<file path="src/rtl/bgpevpn_pkg.sv">
// Shared types and constants for the BGP UPDATE EVPN attribute parser.
`default_nettype none

package bgpevpn_pkg;

  // Parse phase of the UPDATE body walk.
  typedef enum logic [3:0] {
    PH_WLEN    = 4'd0,
    PH_WSKIP   = 4'd1,
    PH_ALEN    = 4'd2,
    PH_AFLAGS  = 4'd3,
    PH_ATYPE   = 4'd4,
    PH_ALENGTH = 4'd5,
    PH_AVALUE  = 4'd6,
    PH_ASKIP   = 4'd7,
    PH_TRAIL   = 4'd8
  } phase_t;

  // Result kinds.
  localparam logic [1:0] KIND_REACH   = 2'd0;
  localparam logic [1:0] KIND_UNREACH = 2'd1;
  localparam logic [1:0] KIND_STATUS  = 2'd2;

  // Status codes.
  localparam logic [1:0] ST_OK       = 2'd0;
  localparam logic [1:0] ST_SHORT    = 2'd1;
  localparam logic [1:0] ST_HDR      = 2'd2;
  localparam logic [1:0] ST_OVERRUN  = 2'd3;

  // Configuration register indexes.
  localparam logic CFG_IDX_FAMILY    = 1'b0;
  localparam logic CFG_IDX_SUBFAMILY = 1'b1;

  localparam logic [15:0] FAMILY_RESET    = 16'd25;
  localparam logic [7:0]  SUBFAMILY_RESET = 8'd70;

  // Attribute types and length limits.
  localparam logic [7:0]  ATTR_NEXTHOP    = 8'd3;
  localparam logic [7:0]  ATTR_MP_REACH   = 8'd14;
  localparam logic [7:0]  ATTR_MP_UNREACH = 8'd15;
  localparam int unsigned EXT_FLAG_BIT    = 4;
  localparam logic [15:0] REACH_MIN       = 16'd5;
  localparam logic [15:0] UNREACH_MIN     = 16'd3;
  localparam logic [7:0]  HOP_SHORT       = 8'd4;
  localparam logic [7:0]  HOP_LONG        = 8'd16;
  localparam logic [15:0] HOP_OFFSET      = 16'd4;
  localparam logic [15:0] HOP_KEEP_END    = 16'd8;
  localparam logic [15:0] HDR_MIN         = 16'd3;
  localparam logic [15:0] HDR_MIN_EXT     = 16'd4;

  // Result queue depth; an input byte can cause two results.
  localparam int unsigned RQ_DEPTH = 4;
  localparam int unsigned RQ_AW    = $clog2(RQ_DEPTH);

  typedef struct packed {
    logic [1:0]  kind;
    logic [7:0]  nlri_byte;
    logic        run_start;
    logic [31:0] hop_addr;
    logic [1:0]  status;
    logic        reach_found;
    logic        unreach_found;
    logic [15:0] reach_length;
    logic [15:0] unreach_length;
    logic        last;
  } result_t;

endpackage

`default_nettype wire

</file>
<file path="src/rtl/bgp_update_evpn_attribute_parser_core.sv">
// BGP UPDATE body parser that streams EVPN NLRI bytes and reports a per-message status.
//
// Usage: the UPDATE body (after the 19-byte header) enters one byte per
// transfer on the in_ channel, with in_end_of_message set on the final byte.
// Each byte is parsed in the cycle of its transfer; the results it causes
// (an NLRI byte of a matching MP_REACH or MP_UNREACH attribute, and on the
// final byte a status item) are written into a four-entry result queue that
// drives the out_ channel directly; a result is registered before it reaches
// out_. The block takes one byte per cycle while in_ready is high; the final
// byte of a message may cause two results, which leave one after the other.
// in_ready drops while fewer than two queue entries are free, so a stalled
// receiver holds back the sender after at most four buffered results and
// nothing is lost. The cfg_ port writes the family or the subfamily match
// register selected by cfg_index. Reset clears the parse state and empties
// the queue, and the match registers return to 25 and 70. After each message
// the parse state returns to its reset value; the match registers stay.
`default_nettype none

module bgp_update_evpn_attribute_parser_core
  import bgpevpn_pkg::*;
(
  input  wire logic        clk,
  input  wire logic        rst_n,
  input  wire logic        in_valid,
  output logic             in_ready,
  input  wire logic [7:0]  in_data_byte,
  input  wire logic        in_end_of_message,
  output logic             out_valid,
  input  wire logic        out_ready,
  output logic [1:0]       out_kind,
  output logic [7:0]       out_nlri_byte,
  output logic             out_run_start,
  output logic [31:0]      out_hop_addr,
  output logic [1:0]       out_status,
  output logic             out_reach_found,
  output logic             out_unreach_found,
  output logic [15:0]      out_reach_length,
  output logic [15:0]      out_unreach_length,
  output logic             out_last,
  input  wire logic        cfg_write_en,
  input  wire logic        cfg_index,
  input  wire logic [15:0] cfg_data
);

  // Configuration.
  logic [15:0] family_r;
  logic [7:0]  subfamily_r;

  // Parse state.
  phase_t      phase_r, phase_nxt;
  logic        hi_r, hi_nxt;
  logic [7:0]  len_hi_r, len_hi_nxt;
  logic [15:0] cnt_r, cnt_nxt;
  logic [15:0] sec_left_r, sec_left_nxt;
  logic        ext_r, ext_nxt;
  logic [7:0]  attr_type_r, attr_type_nxt;
  logic [15:0] attr_size_r, attr_size_nxt;
  logic [15:0] off_r, off_nxt;
  logic [4:0]  hop_len_r, hop_len_nxt;
  logic [15:0] afi_r, afi_nxt;
  logic [7:0]  safi_r, safi_nxt;
  logic [31:0] hop_val_r, hop_val_nxt;
  logic        reach_seen_r, reach_seen_nxt;
  logic [15:0] reach_cnt_r, reach_cnt_nxt;
  logic        unreach_seen_r, unreach_seen_nxt;
  logic [15:0] unreach_cnt_r, unreach_cnt_nxt;
  logic [1:0]  err_r, err_nxt;

  // Result queue.
  result_t          rq_r [RQ_DEPTH];
  logic [RQ_AW-1:0] wr_ptr_r, rd_ptr_r;
  logic [RQ_AW:0]   rq_cnt_r;

  logic        in_acc, pop;
  logic [7:0]  b;
  logic        fam_match;
  logic        reach_attr, unreach_attr;
  logic [15:0] nlri_start;
  logic        emit, emit_run;
  logic [1:0]  emit_kind;
  result_t     nlri_item, status_item;
  logic        push_a, push_b;
  logic [1:0]  push_cnt;

  assign b         = in_data_byte;
  assign in_acc    = in_valid && in_ready;
  assign pop       = out_valid && out_ready;
  assign in_ready  = (rq_cnt_r <= (RQ_AW+1)'(RQ_DEPTH - 2));
  assign out_valid = (rq_cnt_r != '0);

  assign fam_match    = (afi_r == family_r) && (safi_r == subfamily_r);
  assign reach_attr   = (attr_type_r == ATTR_MP_REACH) && (attr_size_r >= REACH_MIN);
  assign unreach_attr = (attr_type_r == ATTR_MP_UNREACH) && (attr_size_r >= UNREACH_MIN);
  assign nlri_start   = REACH_MIN + {11'd0, hop_len_r};

  // Configuration writes.
  always_ff @(posedge clk) begin
    if (!rst_n) begin
      family_r    <= FAMILY_RESET;
      subfamily_r <= SUBFAMILY_RESET;
    end else if (cfg_write_en) begin
      unique case (cfg_index)
        CFG_IDX_FAMILY:    family_r    <= cfg_data;
        CFG_IDX_SUBFAMILY: subfamily_r <= cfg_data[7:0];
        default: ;
      endcase
    end
  end

  // Next parse state for the byte on the input.
  always_comb begin
    logic [15:0] len_v;
    logic        hop_ok;

    phase_nxt        = phase_r;
    hi_nxt           = hi_r;
    len_hi_nxt       = len_hi_r;
    cnt_nxt          = cnt_r;
    sec_left_nxt     = sec_left_r;
    ext_nxt          = ext_r;
    attr_type_nxt    = attr_type_r;
    attr_size_nxt    = attr_size_r;
    off_nxt          = off_r;
    hop_len_nxt      = hop_len_r;
    afi_nxt          = afi_r;
    safi_nxt         = safi_r;
    hop_val_nxt      = hop_val_r;
    reach_seen_nxt   = reach_seen_r;
    reach_cnt_nxt    = reach_cnt_r;
    unreach_seen_nxt = unreach_seen_r;
    unreach_cnt_nxt  = unreach_cnt_r;
    err_nxt          = err_r;
    len_v            = ext_r ? {attr_size_r[15:8], b} : {8'd0, b};
    hop_ok           = ((b == HOP_SHORT) || (b == HOP_LONG)) &&
                       (attr_size_r >= REACH_MIN + {8'd0, b});

    unique case (phase_r)
      PH_WLEN: begin
        if (!hi_r) begin
          len_hi_nxt = b;
          hi_nxt     = 1'b1;
        end else begin
          hi_nxt  = 1'b0;
          cnt_nxt = {len_hi_r, b};
          phase_nxt = ({len_hi_r, b} == 16'd0) ? PH_ALEN : PH_WSKIP;
        end
      end
      PH_WSKIP: begin
        // Counts down the withdrawn-routes bytes still to skip.
        cnt_nxt = cnt_r - 16'd1;
        if (cnt_r == 16'd1) phase_nxt = PH_ALEN;
      end
      PH_ALEN: begin
        if (!hi_r) begin
          len_hi_nxt = b;
          hi_nxt     = 1'b1;
        end else begin
          hi_nxt       = 1'b0;
          sec_left_nxt = {len_hi_r, b};
          phase_nxt    = ({len_hi_r, b} == 16'd0) ? PH_TRAIL : PH_AFLAGS;
        end
      end
      PH_AFLAGS, PH_ATYPE, PH_ALENGTH, PH_AVALUE, PH_ASKIP: begin
        case (phase_r)
          PH_AFLAGS: begin
            ext_nxt = b[EXT_FLAG_BIT];
            if ((sec_left_r < HDR_MIN) || (b[EXT_FLAG_BIT] && (sec_left_r < HDR_MIN_EXT))) begin
              if (err_r == ST_OK) err_nxt = ST_HDR;
              phase_nxt = PH_ASKIP;
            end else begin
              phase_nxt = PH_ATYPE;
            end
          end
          PH_ATYPE: begin
            attr_type_nxt = b;
            hi_nxt        = 1'b0;
            phase_nxt     = PH_ALENGTH;
          end
          PH_ALENGTH: begin
            if (ext_r && !hi_r) begin
              attr_size_nxt = {b, 8'd0};
              hi_nxt        = 1'b1;
            end else begin
              attr_size_nxt = len_v;
              hi_nxt        = 1'b0;
              if (len_v > sec_left_r - 16'd1) begin
                if (err_r == ST_OK) err_nxt = ST_OVERRUN;
                phase_nxt = PH_ASKIP;
              end else begin
                off_nxt     = 16'd0;
                hop_len_nxt = 5'd0;
                phase_nxt   = (len_v != 16'd0) ? PH_AVALUE : PH_AFLAGS;
              end
            end
          end
          PH_AVALUE: begin
            if (attr_type_r == ATTR_NEXTHOP) begin
              if (attr_size_r == 16'd4) hop_val_nxt = {hop_val_r[23:0], b};
            end else if (reach_attr) begin
              if (off_r == 16'd0) begin
                afi_nxt = {b, 8'd0};
              end else if (off_r == 16'd1) begin
                afi_nxt = {afi_r[15:8], b};
              end else if (off_r == 16'd2) begin
                safi_nxt = b;
              end else if (off_r == 16'd3) begin
                if (hop_ok) begin
                  hop_len_nxt    = b[4:0];
                  reach_seen_nxt = fam_match;
                  reach_cnt_nxt  = fam_match ? (attr_size_r - REACH_MIN - {8'd0, b}) : 16'd0;
                end else begin
                  hop_len_nxt = 5'd0;
                end
              end else if ((hop_len_r != 5'd0) && (off_r < HOP_KEEP_END)) begin
                // Only the first four next-hop bytes are kept.
                hop_val_nxt = {hop_val_r[23:0], b};
              end
            end else if (unreach_attr) begin
              if (off_r == 16'd0) begin
                afi_nxt = {b, 8'd0};
              end else if (off_r == 16'd1) begin
                afi_nxt = {afi_r[15:8], b};
              end else if (off_r == 16'd2) begin
                safi_nxt          = b;
                unreach_seen_nxt  = (afi_r == family_r) && (b == subfamily_r);
                unreach_cnt_nxt   = ((afi_r == family_r) && (b == subfamily_r)) ?
                                    (attr_size_r - UNREACH_MIN) : 16'd0;
              end
            end
            off_nxt = off_r + 16'd1;
            if (off_r + 16'd1 >= attr_size_r) phase_nxt = PH_AFLAGS;
          end
          default: ;
        endcase
        // The last section byte ends the attribute walk whatever else happened.
        sec_left_nxt = sec_left_r - 16'd1;
        if (sec_left_r == 16'd1) phase_nxt = PH_TRAIL;
      end
      PH_TRAIL: ;
      default: ;
    endcase
  end

  // Result items for the byte on the input.
  always_comb begin
    emit      = 1'b0;
    emit_kind = KIND_REACH;
    emit_run  = 1'b0;
    if (phase_r == PH_AVALUE) begin
      if (reach_attr && (hop_len_r != 5'd0) && (off_r >= HOP_OFFSET) &&
          (off_r >= nlri_start) && fam_match) begin
        emit      = 1'b1;
        emit_kind = KIND_REACH;
        emit_run  = (off_r == nlri_start);
      end else if (unreach_attr && (off_r >= UNREACH_MIN) && fam_match) begin
        emit      = 1'b1;
        emit_kind = KIND_UNREACH;
        emit_run  = (off_r == UNREACH_MIN);
      end
    end

    nlri_item                = '0;
    nlri_item.kind           = emit_kind;
    nlri_item.nlri_byte      = b;
    nlri_item.run_start      = emit_run;
    nlri_item.last           = !in_end_of_message;

    status_item                = '0;
    status_item.kind           = KIND_STATUS;
    status_item.hop_addr       = hop_val_nxt;
    status_item.status         = (phase_nxt != PH_TRAIL) ? ST_SHORT : err_nxt;
    status_item.reach_found    = reach_seen_nxt;
    status_item.unreach_found  = unreach_seen_nxt;
    status_item.reach_length   = reach_cnt_nxt;
    status_item.unreach_length = unreach_cnt_nxt;
    status_item.last           = 1'b1;
  end

  assign push_a   = in_acc && emit;
  assign push_b   = in_acc && in_end_of_message;
  assign push_cnt = {1'b0, push_a} + {1'b0, push_b};

  // Parse state registers; the end of a message returns them to reset.
  always_ff @(posedge clk) begin
    if (!rst_n || (in_acc && in_end_of_message)) begin
      phase_r        <= PH_WLEN;
      hi_r           <= 1'b0;
      len_hi_r       <= '0;
      cnt_r          <= '0;
      sec_left_r     <= '0;
      ext_r          <= 1'b0;
      attr_type_r    <= '0;
      attr_size_r    <= '0;
      off_r          <= '0;
      hop_len_r      <= '0;
      afi_r          <= '0;
      safi_r         <= '0;
      hop_val_r      <= '0;
      reach_seen_r   <= 1'b0;
      reach_cnt_r    <= '0;
      unreach_seen_r <= 1'b0;
      unreach_cnt_r  <= '0;
      err_r          <= ST_OK;
    end else if (in_acc) begin
      phase_r        <= phase_nxt;
      hi_r           <= hi_nxt;
      len_hi_r       <= len_hi_nxt;
      cnt_r          <= cnt_nxt;
      sec_left_r     <= sec_left_nxt;
      ext_r          <= ext_nxt;
      attr_type_r    <= attr_type_nxt;
      attr_size_r    <= attr_size_nxt;
      off_r          <= off_nxt;
      hop_len_r      <= hop_len_nxt;
      afi_r          <= afi_nxt;
      safi_r         <= safi_nxt;
      hop_val_r      <= hop_val_nxt;
      reach_seen_r   <= reach_seen_nxt;
      reach_cnt_r    <= reach_cnt_nxt;
      unreach_seen_r <= unreach_seen_nxt;
      unreach_cnt_r  <= unreach_cnt_nxt;
      err_r          <= err_nxt;
    end
  end

  // Result queue storage.
  always_ff @(posedge clk) begin
    if (push_a) rq_r[wr_ptr_r] <= nlri_item;
    if (push_b) rq_r[push_a ? (wr_ptr_r + RQ_AW'(1)) : wr_ptr_r] <= status_item;
  end

  always_ff @(posedge clk) begin
    if (!rst_n) begin
      wr_ptr_r <= '0;
      rd_ptr_r <= '0;
      rq_cnt_r <= '0;
    end else begin
      wr_ptr_r <= wr_ptr_r + RQ_AW'(push_cnt);
      if (pop) rd_ptr_r <= rd_ptr_r + RQ_AW'(1);
      rq_cnt_r <= rq_cnt_r + (RQ_AW+1)'(push_cnt) - (RQ_AW+1)'(pop);
    end
  end

  assign out_kind           = rq_r[rd_ptr_r].kind;
  assign out_nlri_byte      = rq_r[rd_ptr_r].nlri_byte;
  assign out_run_start      = rq_r[rd_ptr_r].run_start;
  assign out_hop_addr       = rq_r[rd_ptr_r].hop_addr;
  assign out_status         = rq_r[rd_ptr_r].status;
  assign out_reach_found    = rq_r[rd_ptr_r].reach_found;
  assign out_unreach_found  = rq_r[rd_ptr_r].unreach_found;
  assign out_reach_length   = rq_r[rd_ptr_r].reach_length;
  assign out_unreach_length = rq_r[rd_ptr_r].unreach_length;
  assign out_last           = rq_r[rd_ptr_r].last;

  // The queue never holds more results than it has entries.
  assert property (@(posedge clk) disable iff (!rst_n)
    rq_cnt_r <= (RQ_AW+1)'(RQ_DEPTH))
    else $error("result queue overflow");

  // The final byte of a message always returns the parser to its start.
  assert property (@(posedge clk) disable iff (!rst_n)
    (in_acc && in_end_of_message) |=> (phase_r == PH_WLEN) && (err_r == ST_OK))
    else $error("parse state not cleared after end of message");

  // Inside the attribute section at least one section byte is still due.
  assert property (@(posedge clk) disable iff (!rst_n)
    ((phase_r == PH_AFLAGS) || (phase_r == PH_ATYPE) || (phase_r == PH_ALENGTH) ||
     (phase_r == PH_AVALUE) || (phase_r == PH_ASKIP)) |-> (sec_left_r != 16'd0))
    else $error("attribute section walked past its end");

  // While a value is being read, its offset stays below the attribute length.
  assert property (@(posedge clk) disable iff (!rst_n)
    (phase_r == PH_AVALUE) |-> (off_r < attr_size_r))
    else $error("value offset beyond attribute length");

  // A status result is always the last result of its byte.
  assert property (@(posedge clk) disable iff (!rst_n)
    (out_valid && (out_kind == KIND_STATUS)) |-> out_last)
    else $error("status result not marked last");

endmodule

`default_nettype wire

</file>
<file path="config.mk">
export PLATFORM = sky130hd
export DESIGN_NAME = bgp_update_evpn_attribute_parser_core
export DESIGN_NICKNAME = d
export VERILOG_FILES = /design/src/rtl/bgpevpn_pkg.sv /design/src/rtl/bgp_update_evpn_attribute_parser_core.sv
export SDC_FILE = /design/constraint.sdc
export NUM_CORES = 1
export LEC_CHECK = 0
export BUFFER_PORTS_ARGS = -buffer_cell sky130_fd_sc_hd__buf_4
export CAP_MARGIN = 20
export CORE_UTILIZATION = 31
export CTS_BUF_LIST = sky130_fd_sc_hd__clkbuf_16
export DETAILED_ROUTE_END_ITERATION = 6
export SKIP_LAST_GASP = 1
export SLEW_MARGIN = 5
export SYNTH_ARGS = -nofsm -noshare
export SYNTH_HDL_FRONTEND = slang
export SYNTH_SLANG_ARGS = --single-unit
</file>
<file path="constraint.sdc">
create_clock -name clk -period 8.1 [get_ports clk]
set_clock_uncertainty 0.05 [all_clocks]
set_input_delay 1.215 -clock clk [delete_from_list [all_inputs] [get_ports clk]]
set_output_delay 1.215 -clock clk [all_outputs]
set_load 0.03 [all_outputs]
</file>
-- Word level (Yosys, flattened, before mapping)
Memory sizes are Yosys's and may differ from the RTL's. A register that Yosys moved wholly into a read port is not among the register bits.
Index checks and enable logic that the tools add are counted.
- output and inout port bits: 82
- RAM bits: 320
- bits of input ports: 31
- register bits after elaboration: 214
- word-level logic and storage cells: 251
- memories: 1
- equality and inequality tests: 34
- add/subtract/negate cells: 14
- magnitude comparators: 12
- reductions and logical operators: 50
- bitwise gates (word level): 3
- muxes and demuxes: 114
- memory list (name ; depth ; bits a word ; rd ports ; clocked after memory_dff ; wr ports ; RTL line ; source):
    rq_r ; 4 ; 80 ; 1 ; 1 ; 2 ; bgp_update_evpn_attribute_parser_core.sv:70 ; result_t rq_r [RQ_DEPTH];
- operators with widths (operator ; number):
    $mux 16 ; 27
    $mux 32 ; 10
    $pmux 16 s2 ; 3
    $eq 16x1->1 const B ; 3
    $mux 8 ; 6
    $mux 5 ; 9
    $eq 16x2->1 const B ; 2
    $ge 16x2->1 const B ; 2
    $ge 16x3->1 const B ; 2
    $logic_not 16->1 ; 2
    $mux 1 ; 32
    $pmux 4 s4 ; 2
    $sub 16x1->16 const B ; 2
    $mux 4 ; 7
    $mux 2 ; 12
    $reduce_and 3->1 ; 7
    $logic_and 1x1->1 ; 18
    $ne 2x2->1 const B ; 9
    $add 16x1->16 const B ; 1
    $eq 16x16->1 ; 1
    $eq 16x3->1 const B ; 1
    $eq 16x6->1 ; 1
    $eq 4x3->1 const B ; 4
    $eq 8x4->1 const B ; 2
    other kinds (45) ; 62

-- Logic depth before layout (Yosys ltp)
- depth in word-level cells: 12
- gate-level depth with buffers: 20
- mapped depth without buffers: 20

-- Worst setup path after synthesis
OpenSTA, ideal clock, no wires.
- path type: flip-flop to flip-flop
- start: register hop_len_r[0]
- end: memory rq_r[0][10] (netlist name) (enable)
- path buffers: 2
- data required time: 7622 ps
- slack: 3084 ps
- cell stages (with the launch flop): 14
- clock period less this slack: 5016 ps
- arrival time: 4538 ps
- setup time: 428 ps
- cell sequence: dfxtp_1 > ha_1 > o21ai_0 > xor2_1 > ha_1 > a21oi_1 > o21ai_0 > a2111oi_0 > o32ai_2 > nand3_2 > mux2_2 > buf_2 > buf_2 > nand2_1
- RTL lines (element ; RTL line ; source):
    start, declared ; bgp_update_evpn_attribute_parser_core.sv:59 ; logic [4:0] hop_len_r, hop_len_nxt;
    start signal, assigned ; bgp_update_evpn_attribute_parser_core.sv:314 ; hop_len_r <= hop_len_nxt;
    end, declared ; bgp_update_evpn_attribute_parser_core.sv:70 ;

==> out/metrics.yaml <==
status: "finished, final reports clean"
clkLatencyLatePin_ns: 0.62
use_met3_pct: 2.54
hold_path.startpoint: "rq_r[0][79]"
crit_chain: "ha_1, o21ai_0, xor2_1, ha_1, a21oi_1, o21ai_0, a2111oi_0, o32ai_2, nand3_2, mux2_2, buf_4, nand2_4"
grt_overflow: 0
top_register: "rq_r"
setup-tns-final_ns: 0
synthCells: 2551
period_share_pct: 64.3
io_buffers: 112
cts_resized: 0
mostFrequentLayoutCell: "nor2_1"
dp_hpwl_um: 46600
postSynthAreaPerCell_um2: 10.3
synth_cell_types: 77
slowest_stage: "nand2_4"
dominantRegCellSynth: "edfxtp_1"
crit_type: "register to register"
total_power_mw: 7.00
cp.required_ns: 8.14
hold_violations: 0
cpLargestDelayFamily: "compound AO/OA/AOI/OAI gates"
antenna_found_initial: 2
syn_nets: 2672
rsz0062_at_grt: "no"
routedWlPerCell_um: 19.2
placementRows: 106
drv_cap: 0
nets: 2700
cts_sinks: 536
stdcell_count: 3758
start_util_pct: 31.4
grt_util_met2_pct: 26.2
synth.yosys.seq_area_share_pct: 51.0
busiest_layer: "met2"
ys_warn_count: 0
fp.dieArea_um2: 86300
die_h_um: 294
synth.cell_area_um2: 26400
peakVddDrop_v: 0.000136
layout.area.seq_um2: 13500
fmax_ghz: 0.192
worst_hold_slack_ns: 0.395
finalCriticalPeriod_ns: 5.21
relSlewSlack_pct: 24.8
stdcell_area_um2: 30000
grt_max_degree: 96
dp_cells: 3653
grt_pass1_wl_um: 111000
path_clk_slew_ns: 0.06
synth_enable_flop_cells: 272
multi_input_area_um2: 12000
regToRegSetupSlack_ns: 2.89
final_cell_mix: "nor2_1, edfxtp_1, dfxtp_1"
largestRegisters: "rq_r x320, hop_val_r x32"
setup_ws_ns: 2.89
clock_path_buffers: 3
routabilityCongestion: 0.865
cts_setup_buffers: 0
h-tree-depth: 2
critical_path_depth: 12
antenna_left: 0
utilization_pct: 35.8
first_iter_violations: 1528
dp_slack_ns: 2.85
ys_ff_latch: 536
worstSetupEndpoint: "rq_r[1][10]"
pin_count: 113
dpl-instance-area_um2: 28200
fillerInstances: 8391
endpoint_kind: "register"
cts_buffers: 54
routed_via_density: 5.13
critPathLaunchType: "register"
leakagePower_nw: 10.4
dr.pass1.iters: 6
drc: 0
drv_slew: 0
cp_max_fo: 71
hp-class: "register to register"
tightest_slew_ns: 1.12
postCtsHoldBufs: 0
grt_use_met1_pct: 23.4
crit_start: "hop_len_r[0]"
dieWidth_um: 294
vias: 19300
cp.arrival_ns: 5.24
cts_tree: "done"
area_growth_pct: 13.7
reg2regPathDepth: 12
ys_async_sr_fraction_pct: 0
critPathBufInv: 1
core_um2: 84000
power_per_cell_area_nw_per_um2: 233
grt_usage_pct: 16.5
largest_reg_flops: 320
final-setup-viol-count: 0
final_layout_size_suffix_gt1_share_pct: 12.8
reg2reg_from: "hop_len_r[0]"
wl_um: 72100
worst_path_largest_cell_delay_ns: 0.84
root_buffer: "clkbuf_16"
grt_pass1_vias: 18300
r2r-end: "rq_r[1][10]"
antenna_cells: 0
-- Yosys cell counts (6+ instances only) --
cell / number / share of area (%)
nor2_1: 473 / 6.7
edfxtp_1: 272 / 31
dfxtp_1: 264 / 20
nand2_1: 204 / 2.9
mux2i_1: 131 / 5.0
a21oi_1: 125 / 2.4
o21ai_0: 112 / 2.1
clkbuf_1: 107 / 1.5
ha_1: 88 / 4.2
nand3_1: 81 / 1.5
mux4_2: 80 / 6.8
xnor2_1: 71 / 2.4
inv_1: 66 / 0.94
nand4_1: 40 / 0.95
nor3_1: 39 / 0.74
buf_2: 29 / 0.55
and2_1: 27 / 0.64
a22oi_1: 24 / 0.68
buf_1: 23 / 0.33
a211oi_1: 22 / 0.63
xor2_1: 21 / 0.70
a21boi_0: 20 / 0.57
nor4_1: 18 / 0.43
a31oi_1: 16 / 0.38
nor2b_1: 14 / 0.33
or3_1: 14 / 0.33
and3_1: 12 / 0.28
or4_1: 12 / 0.34
nand2b_1: 11 / 0.26
a22o_1: 10 / 0.33
o31ai_1: 10 / 0.28
o211ai_1: 9 / 0.26
o21a_1: 8 / 0.23
buf_6: 7 / 0.30
buf_4: 6 / 0.17
mux2_2: 6 / 0.26
-- layout make-up --
cell class / count / area share, %
clock inverters: 46 / 1.24
inverters: 67 / 0.838
multi-input cells: 1776 / 40.0
flip-flops and latches: 536 / 44.8
clock buffers: 55 / 4.59
well taps: 1134 / 4.73
repair buffers: 144 / 3.73
-- worst reg2reg max path: stages, from the launching register on --
cell	delay (ns)
dfxtp_1	0.34
ha_1	0.23
o21ai_0	0.19
xor2_1	0.17
ha_1	0.27
a21oi_1	0.14
o21ai_0	0.09
a2111oi_0	0.82
o32ai_2	0.28
nand3_2	0.26
mux2_2	0.20
buf_4	0.74
nand2_4	0.85
-- where the power goes --
group	switching (mW)	internal [mW]
logic	0.895	0.554
clock network	1.09	1.39
registers	0.110	2.96
-- cell families (layout without fill, tap and decap cells) --
family	count (synthesis)	count (layout)	share of synthesized area, %
compound gates	401	401	9.34
xor+xnor	92	92	3.05
fa+ha+maj	90	90	4.32
buf+inv	239	312	3.82
flops	536	536	51.0
mux	217	217	12.0
simple gates	976	976	16.5
-- worst min-delay path by stage --
stage	endpoint	slack, ns	cells past startpoint
floorplan	rq_r[2][79]	0.37	2
global placement	rq_r[3][79]	0.38	2
detailed placement	rq_r[1][79]	0.38	2
CTS	rq_r[3][79]	0.40	2
global route	rq_r[2][79]	0.42	2
finish	rq_r[0][79]	0.39	2
-- metal layers --
layer	wire, µm	vias to the layer above
met1	33200	9447
met5	22	-
li1	-	9198
met2	33100	530
met3	4250	101
met4	1590	4
Power figures use the tool's default switching activity.
